## src/design/radar_report_deframer_assert.svh

```systemverilog
// Assertion macros shared by the radar report deframer modules.
// No dependencies; included inside module bodies.
`ifndef RADAR_REPORT_DEFRAMER_ASSERT_SVH
`define RADAR_REPORT_DEFRAMER_ASSERT_SVH

// Clocked check, masked while reset is asserted.
`define RRD_ASSERT(label, clk, rst_n, prop, msg) \
    label: assert property (@(posedge clk) disable iff (!rst_n) prop) else $error(msg);

// Clocked check that also holds during reset.
`define RRD_ASSERT_ALWAYS(label, clk, prop, msg) \
    label: assert property (@(posedge clk) prop) else $error(msg);

`endif

```

## src/design/rrd_pkg.sv

```systemverilog
// Shared constants, types and helpers for the radar report deframer.
// No dependencies.
package rrd_pkg;

    localparam int COUNT_WIDTH_DEF = 32;
    localparam int OUT_CNT_W       = 32;

    // Frame layout
    localparam logic [4:0] HDR_LEN    = 5'd4;
    localparam logic [4:0] SLOT1_BASE = 5'd12;
    localparam logic [4:0] SLOT2_BASE = 5'd20;
    localparam logic [4:0] SLOT_END   = 5'd28;
    localparam logic [4:0] TAIL_A_POS = 5'd28;
    localparam logic [4:0] TAIL_B_POS = 5'd29;

    localparam logic [7:0] HDR_B0 = 8'hAA;
    localparam logic [7:0] HDR_B1 = 8'hFF;
    localparam logic [7:0] HDR_B2 = 8'h03;
    localparam logic [7:0] HDR_B3 = 8'h00;
    localparam logic [7:0] TAIL_A = 8'h55;
    localparam logic [7:0] TAIL_B = 8'hCC;

    // One status result per received byte
    typedef struct packed {
        logic                 header_found;
        logic                 frame_done;
        logic                 frame_valid;
        logic [1:0]           target_count;
        logic [OUT_CNT_W-1:0] bytes_seen;
        logic [OUT_CNT_W-1:0] headers_seen;
        logic [OUT_CNT_W-1:0] good_frames;
        logic [OUT_CNT_W-1:0] bad_frames;
    } t_result;

    // Expected header byte for a given match progress
    function automatic logic [7:0] hdr_byte(input logic [1:0] idx);
        logic [7:0] b;
        unique case (idx)
            2'd0: b = HDR_B0;
            2'd1: b = HDR_B1;
            2'd2: b = HDR_B2;
            default: b = HDR_B3;
        endcase
        return b;
    endfunction

    function automatic logic [1:0] pop3(input logic [2:0] f);
        return 2'({1'b0, f[0]} + {1'b0, f[1]} + {1'b0, f[2]});
    endfunction

endpackage

```

## src/design/radar_report_deframer.sv

```systemverilog
// Radar report deframer top level: input register, frame core, result register.
// Depends on rrd_pkg, rrd_core and radar_report_deframer_assert.svh.
//
// Usage:
//   Input channel i_valid / o_ready carries one received byte (i_rx_byte) per
//   transaction. Output channel o_valid / i_ready carries one status result per
//   byte: header/frame flags, the target count of the latest good frame and
//   four wrapping counters (low 32 bits of COUNT_WIDTH-bit counters).
//   Each byte passes two register stages (input register, then result
//   register) before its result shows.
//   Throughput: one byte per cycle while not stalled; the frame core updates
//   its state in a single pass between the input register and the result register.
//   When the receiver stalls, the result register holds and the input
//   register still takes one more byte; o_ready falls only when both are full.
//   Synchronous active-low reset clears all frame state, counters and both
//   valid flags; the block accepts bytes in the first cycle after reset.
//
module radar_report_deframer #(
    parameter int COUNT_WIDTH = rrd_pkg::COUNT_WIDTH_DEF
) (
    input  logic        i_clk,
    input  logic        i_rst_n,
    input  logic        i_valid,
    output logic        o_ready,
    input  logic [7:0]  i_rx_byte,
    output logic        o_valid,
    input  logic        i_ready,
    output logic        o_header_found,
    output logic        o_frame_done,
    output logic        o_frame_valid,
    output logic [1:0]  o_target_count,
    output logic [31:0] o_bytes_seen,
    output logic [31:0] o_headers_seen,
    output logic [31:0] o_good_frames,
    output logic [31:0] o_bad_frames
);
    import rrd_pkg::*;
    `include "radar_report_deframer_assert.svh"

    logic       r_in_valid;
    logic [7:0] r_in_byte;
    logic       r_out_valid;
    t_result    r_out;
    t_result    core_res;
    logic       adv;

    // Result stage can take a new item when empty or being drained
    assign adv     = !r_out_valid || i_ready;
    assign o_ready = !r_in_valid || adv;

    // Input register
    always_ff @(posedge i_clk) begin
        if (!i_rst_n) begin
            r_in_valid <= 1'b0;
        end else if (o_ready) begin
            r_in_valid <= i_valid;
        end
    end

    always_ff @(posedge i_clk) begin
        if (o_ready && i_valid) begin
            r_in_byte <= i_rx_byte;
        end
    end

    rrd_core #(
        .COUNT_WIDTH(COUNT_WIDTH)
    ) u_core (
        .i_clk  (i_clk),
        .i_rst_n(i_rst_n),
        .i_fire (r_in_valid && adv),
        .i_byte (r_in_byte),
        .o_res  (core_res)
    );

    // Result register
    always_ff @(posedge i_clk) begin
        if (!i_rst_n) begin
            r_out_valid <= 1'b0;
        end else if (adv) begin
            r_out_valid <= r_in_valid;
        end
    end

    always_ff @(posedge i_clk) begin
        if (adv && r_in_valid) begin
            r_out <= core_res;
        end
    end

    assign o_valid        = r_out_valid;
    assign o_header_found = r_out.header_found;
    assign o_frame_done   = r_out.frame_done;
    assign o_frame_valid  = r_out.frame_valid;
    assign o_target_count = r_out.target_count;
    assign o_bytes_seen   = r_out.bytes_seen;
    assign o_headers_seen = r_out.headers_seen;
    assign o_good_frames  = r_out.good_frames;
    assign o_bad_frames   = r_out.bad_frames;

    `RRD_ASSERT(a_valid_needs_done, i_clk, i_rst_n, o_valid |-> (!o_frame_valid || o_frame_done), "frame_valid without frame_done")
    `RRD_ASSERT(a_hdr_not_done, i_clk, i_rst_n, o_valid |-> !(o_header_found && o_frame_done), "header and frame end on one byte")
    `RRD_ASSERT_ALWAYS(a_ready_when_empty, i_clk, (!r_out_valid || !r_in_valid) |-> o_ready, "not ready with a free stage")
endmodule

```

## src/design/rrd_core.sv

```systemverilog
// Frame tracking state and counters for the radar report deframer.
// Depends on rrd_pkg and radar_report_deframer_assert.svh.
module rrd_core #(
    parameter int COUNT_WIDTH = rrd_pkg::COUNT_WIDTH_DEF
) (
    input  logic             i_clk,
    input  logic             i_rst_n,
    input  logic             i_fire,
    input  logic [7:0]       i_byte,
    output rrd_pkg::t_result o_res
);
    import rrd_pkg::*;
    `include "radar_report_deframer_assert.svh"

    logic [1:0]             r_hdr_prog, n_hdr_prog;
    logic [4:0]             r_pos, n_pos;
    logic [2:0]             r_flags, n_flags;
    logic                   r_tail_ok, n_tail_ok;
    logic [1:0]             r_last_tc, n_last_tc;
    logic [COUNT_WIDTH-1:0] r_bytes, n_bytes;
    logic [COUNT_WIDTH-1:0] r_hdrs, n_hdrs;
    logic [COUNT_WIDTH-1:0] r_good, n_good;
    logic [COUNT_WIDTH-1:0] r_bad, n_bad;
    logic                   hfound, done, valid;

    // Per-byte next state and status
    always_comb begin
        n_hdr_prog = r_hdr_prog;
        n_pos      = r_pos;
        n_flags    = r_flags;
        n_tail_ok  = r_tail_ok;
        n_last_tc  = r_last_tc;
        n_bytes    = r_bytes + COUNT_WIDTH'(1);
        n_hdrs     = r_hdrs;
        n_good     = r_good;
        n_bad      = r_bad;
        hfound     = 1'b0;
        done       = 1'b0;
        valid      = 1'b0;
        if (r_pos != 5'd0) begin
            // inside a frame: slot flags, tail check
            if (i_byte != 8'h00 && r_pos >= HDR_LEN && r_pos < SLOT_END) begin
                priority if (r_pos < SLOT1_BASE) begin
                    n_flags[0] = 1'b1;
                end else if (r_pos < SLOT2_BASE) begin
                    n_flags[1] = 1'b1;
                end else begin
                    n_flags[2] = 1'b1;
                end
            end
            if (r_pos == TAIL_A_POS) begin
                n_tail_ok = (i_byte == TAIL_A);
            end
            if (r_pos >= TAIL_B_POS) begin
                done       = 1'b1;
                n_pos      = 5'd0;
                n_hdr_prog = 2'd0;
                if (r_tail_ok && i_byte == TAIL_B) begin
                    valid     = 1'b1;
                    n_good    = r_good + COUNT_WIDTH'(1);
                    n_last_tc = pop3(r_flags);
                end else begin
                    n_bad = r_bad + COUNT_WIDTH'(1);
                end
            end else begin
                n_pos = r_pos + 5'd1;
            end
        end else begin
            // header hunt
            if (i_byte == hdr_byte(r_hdr_prog)) begin
                if (r_hdr_prog == 2'd3) begin
                    hfound     = 1'b1;
                    n_hdrs     = r_hdrs + COUNT_WIDTH'(1);
                    n_hdr_prog = 2'd0;
                    n_pos      = HDR_LEN;
                    n_flags    = 3'd0;
                    n_tail_ok  = 1'b0;
                end else begin
                    n_hdr_prog = r_hdr_prog + 2'd1;
                end
            end else begin
                n_hdr_prog = (i_byte == HDR_B0) ? 2'd1 : 2'd0;
            end
        end
    end

    always_ff @(posedge i_clk) begin
        if (!i_rst_n) begin
            r_hdr_prog <= '0;
            r_pos      <= '0;
            r_flags    <= '0;
            r_tail_ok  <= 1'b0;
            r_last_tc  <= '0;
            r_bytes    <= '0;
            r_hdrs     <= '0;
            r_good     <= '0;
            r_bad      <= '0;
        end else if (i_fire) begin
            r_hdr_prog <= n_hdr_prog;
            r_pos      <= n_pos;
            r_flags    <= n_flags;
            r_tail_ok  <= n_tail_ok;
            r_last_tc  <= n_last_tc;
            r_bytes    <= n_bytes;
            r_hdrs     <= n_hdrs;
            r_good     <= n_good;
            r_bad      <= n_bad;
        end
    end

    // Result fields show the low 32 bits of each counter
    always_comb begin
        o_res.header_found = hfound;
        o_res.frame_done   = done;
        o_res.frame_valid  = valid;
        o_res.target_count = n_last_tc;
        o_res.bytes_seen   = OUT_CNT_W'(n_bytes);
        o_res.headers_seen = OUT_CNT_W'(n_hdrs);
        o_res.good_frames  = OUT_CNT_W'(n_good);
        o_res.bad_frames   = OUT_CNT_W'(n_bad);
    end

    `RRD_ASSERT(a_pos_range, i_clk, i_rst_n, (r_pos == 5'd0) || (r_pos >= HDR_LEN && r_pos <= TAIL_B_POS), "frame position out of range")
    `RRD_ASSERT(a_hunt_idle, i_clk, i_rst_n, (r_pos != 5'd0) |-> (r_hdr_prog == 2'd0), "header progress kept inside a frame")
    `RRD_ASSERT(a_hdr_starts, i_clk, i_rst_n, (i_fire && hfound) |=> (r_pos == HDR_LEN && r_flags == 3'd0), "frame did not start after header")
endmodule
```

## config.mk

```make
export PLATFORM = sky130hd
export DESIGN_NAME = radar_report_deframer
export DESIGN_NICKNAME = d
export VERILOG_FILES = /design/src/design/rrd_pkg.sv /design/src/design/radar_report_deframer.sv /design/src/design/rrd_core.sv
export VERILOG_INCLUDE_DIRS = /design/src /design/src/design
export SDC_FILE = /design/constraint.sdc
export NUM_CORES = 1
export LEC_CHECK = 0
export BUFFER_PORTS_ARGS = -buffer_cell sky130_fd_sc_hd__buf_4
export CAP_MARGIN = 10
export CORE_AREA = 8 8 182 184
export CTS_CLUSTER_DIAMETER = 30
export DETAILED_ROUTE_END_ITERATION = 7
export DIE_AREA = 0 0 190 192
export REMOVE_ABC_BUFFERS = 1
export SLEW_MARGIN = 0
export SYNTH_ARGS = -nofsm -noshare
export SYNTH_HDL_FRONTEND = slang
export SYNTH_SLANG_ARGS = --single-unit
export TNS_END_PERCENT = 1
```

## constraint.sdc

```tcl
create_clock -name i_clk -period 9.3 [get_ports i_clk]
set_input_delay 2.79 -clock i_clk [delete_from_list [all_inputs] [get_ports i_clk]]
set_output_delay 2.79 -clock i_clk [all_outputs]
set_load 0.02 [all_outputs]
```

==> metrics.yaml <==
critical_path:
  critPathMaxFanout: 5
  required_ns: 6.51
  cp-start-kind: "primary input"
  critPathKind: "in -> out"
  crit_path_end_kind: "output pin"
  cp.arrival_ns: 3.50
timing:
  setup_viol: 0
  setup_tns_ns: 0
  fmax_mhz: 159
  rsz0062_at_grt: "false"
  slew_headroom: 0.332
  clock_skew_ns: 0.0154
  fin_crit_sh: 0.677
  worst_pin_slew_ns: 0.993
  hold_viol: 0
  maxSlewViolCount: 0
  period_minus_slack_ns: 6.29
clocking:
  cts_root_buffer: "clkbuf_16"
  clkSinkCount: 284
  cts_inserted_buffers: 61
  cts_tree: "built"
  ctsResizeCount: 0
  clkLatencyLatePin_ns: 0.56
  path_clk_slew_ns: 0.05
  cts_setup_buffers: 0
  hold_buffers: 0
  htree_levels: 2
  cts.path.max_buffers: 3
synthesis:
  synth_warnings: 0
  netlist_area_um2: 13400
  synth_edf_count: 141
  yosysSeqAreaShare: 0.530
  avgSynthCellArea_um2: 10.1
  ys.flop_type: "dfxtp_1"
  async_reset_ff_frac: 0
  ys_seq_elements: 284
  synth_cells: 1322
  synthDistinctLibCells: 61
global_routing:
  grt_overflow: 0
  antenna_found_initial: 2
  grt_pass1_vias: 10100
  grt_max_degree: 87
  grt_pass1_wl_um: 51300
  track_usage: 0.170
routing:
  top_layer_used: "met5"
  first_pass_iters: 5
  wl_per_cell_um: 16.7
  ant_nets: 0
  route.met3.wl_um: 1770
  vias: 10500
  wl_met2_um: 14700
  vias_per_cell: 5.48
  drt_iter0_drc: 655
  wirelength_um: 32100
  wl_met1_um: 14900
  drc: 0
finish:
  area_growth_pct: 26.2
  regArea_um2: 7100
  diodes: 0
  finalInstanceArea_um2: 16900
  drive_above_1_share: 0.192
  layout.nets: 1496
  multiInputGateArea_um2: 5980
  fillers: 2569
  fin_util: 0.560
floorplanning:
  io_pins: 147
  core_area_um2: 30200
  rows: 64
  dieArea_um2: 36500
  fp.dieW_um: 190
  start_util: 0.444
  fp.dieH_um: 192
worst_hold_path:
  min_path_type: "reg -> reg"
placement:
  hpwl_um: 21100
  gp_congestion: 0.817
  placed_cell_area_um2: 14800
  portBuffers: 146
power:
  peakVddDrop_uv: 167
  power_leakage_uw: 0.00606
  pwr_density_cell_nw_per_um2: 220
outcome:
  status: "completed"
job:
  max_cap_viol_count: 0
-- metrics by stage --
stage	setup WS [ns]	total power, uW	hold WS, ns	std cells
floorplan	0.204	1470	0.454	1259
global placement	3.07	1540	0.463	1804
detailed placement	3.03	1540	0.467	1804
CTS	3.02	3750	0.492	1917
global route	2.93	3830	0.512	1917
finish	3.01	3710	0.486	1917
-- placed cells by master (no fill, tap or decap), types with 10 or more instances in the layout --
| cell type | count |
|---|---|
| or4_1 | 49 |
| nand3_1 | 59 |
| o31ai_1 | 39 |
| and4_1 | 11 |
| o21ai_0 | 45 |
| nor4_1 | 27 |
| nand2b_1 | 10 |
| xor2_1 | 95 |
| a21oi_1 | 90 |
| clkinvlp_4 | 10 |
| nor3_1 | 46 |
| clkbuf_16 | 61 |
| edfxtp_1 | 141 |
| bufinv_16 | 10 |
| xnor2_1 | 63 |
| and3_1 | 18 |
| inv_1 | 15 |
| nand2_1 | 107 |
| mux2i_1 | 11 |
| nand4_1 | 41 |
| dfxtp_1 | 143 |
| ha_1 | 12 |
| buf_4 | 149 |
| nor2_1 | 110 |
| or3_1 | 41 |
-- cells in the mapped netlist, drive strengths merged (2+ instances only) --
library cell,n,area share
nand4,42,0.021
o211ai,7,0.0039
o31ai,39,0.022
nor3,46,0.017
nand2,108,0.030
clkbuf,58,0.016
o41ai,3,0.0020
inv,17,0.0048
xnor2,63,0.041
mux2,5,0.0045
ha,12,0.011
nor4b,3,0.0024
o21ai,45,0.017
a21oi,90,0.034
o311ai,2,0.0013
nand3,59,0.022
or2,9,0.0042
a31o,2,0.0013
buf,5,0.0027
xor2,95,0.062
and2,10,0.0047
or4,50,0.028
or3,50,0.024
nand2b,10,0.0047
a31oi,4,0.0019
a211oi,2,0.0011
dfxtp,143,0.21
o21a,5,0.0028
nor4,28,0.014
nand3b,2,0.0011
edfxtp,141,0.32
mux2i,11,0.0082
nor2,110,0.031
and4bb,2,0.0019
and3,18,0.0084
or4b,2,0.0015
and4,11,0.0072
-- cells by family (layout without fill, tap and decap cells) --
logic type / Yosys count / in the layout / share of synthesized area
flip-flops: 284 / 284 / 0.530
adder cells (fa/ha/maj): 13 / 13 / 0.0127
multiplexers: 16 / 16 / 0.0127
buffers and inverters: 81 / 280 / 0.0240
AO/OA/AOI/OAI: 207 / 207 / 0.0925
XOR/XNOR: 158 / 158 / 0.103
AND/OR/NAND/NOR: 563 / 563 / 0.225
-- final timing paths --
kind	startpoint	endpoint	slack (ns)	cells after the start
worst max-delay path	i_ready	o_ready	3.01	4
worst min-delay path	u_core.r_last_tc[0]	u_core.r_last_tc[0]	0.49	2
worst max register to register	u_core.r_pos[0]	u_core.r_hdrs[4]	6.04	6
worst min register to register	u_core.r_last_tc[0]	u_core.r_last_tc[0]	0.49	2
-- state kept, by name, indices dropped and copies added, names as in the netlist --
signal,cells
o_headers_seen,32
u_core.r_bad,32
u_core.r_last_tc,2
o_header_found,1
u_core.r_flags,3
o_frame_valid,1
o_bytes_seen,32
o_frame_done,1
u_core.r_hdr_prog,2
u_core.r_pos,5
o_good_frames,32
u_core.r_tail_ok,1
r_in_byte,8
o_valid,1
u_core.r_hdrs,32
u_core.r_good,32
u_core.r_bytes,32
o_bad_frames,32
o_target_count,2
r_in_valid,1
-- per-layer routing --
layer	GRT usage	vias up
met1	0.220	4988
li1	-	5212
met5	0	-
met4	0.0544	2
met2	0.275	244
met3	0.0414	61
-- worst max-delay path, cell delays in order --
cell and delay (ns):
buf_4 0.11, nor2b_1 0.31, nand2_1 0.12, buf_4 0.17
-- final cells by class --
type / count / share of cell area
Sequential cell: 284 / 0.420
Multi-Input combinational cell: 957 / 0.354
Clock buffer: 68 / 0.0942
Timing Repair Buffer: 149 / 0.0662
Clock inverter: 45 / 0.0321
Tap cell: 396 / 0.0293
Inverter: 18 / 0.00437
-- where the power goes --
group	internal [uW]	switching (uW)	total, uW
registers	1350	14.8	1360
clock network	1510	694	2200
logic	48.7	101	149
No activity file was read; power rests on OpenSTA's default activity.
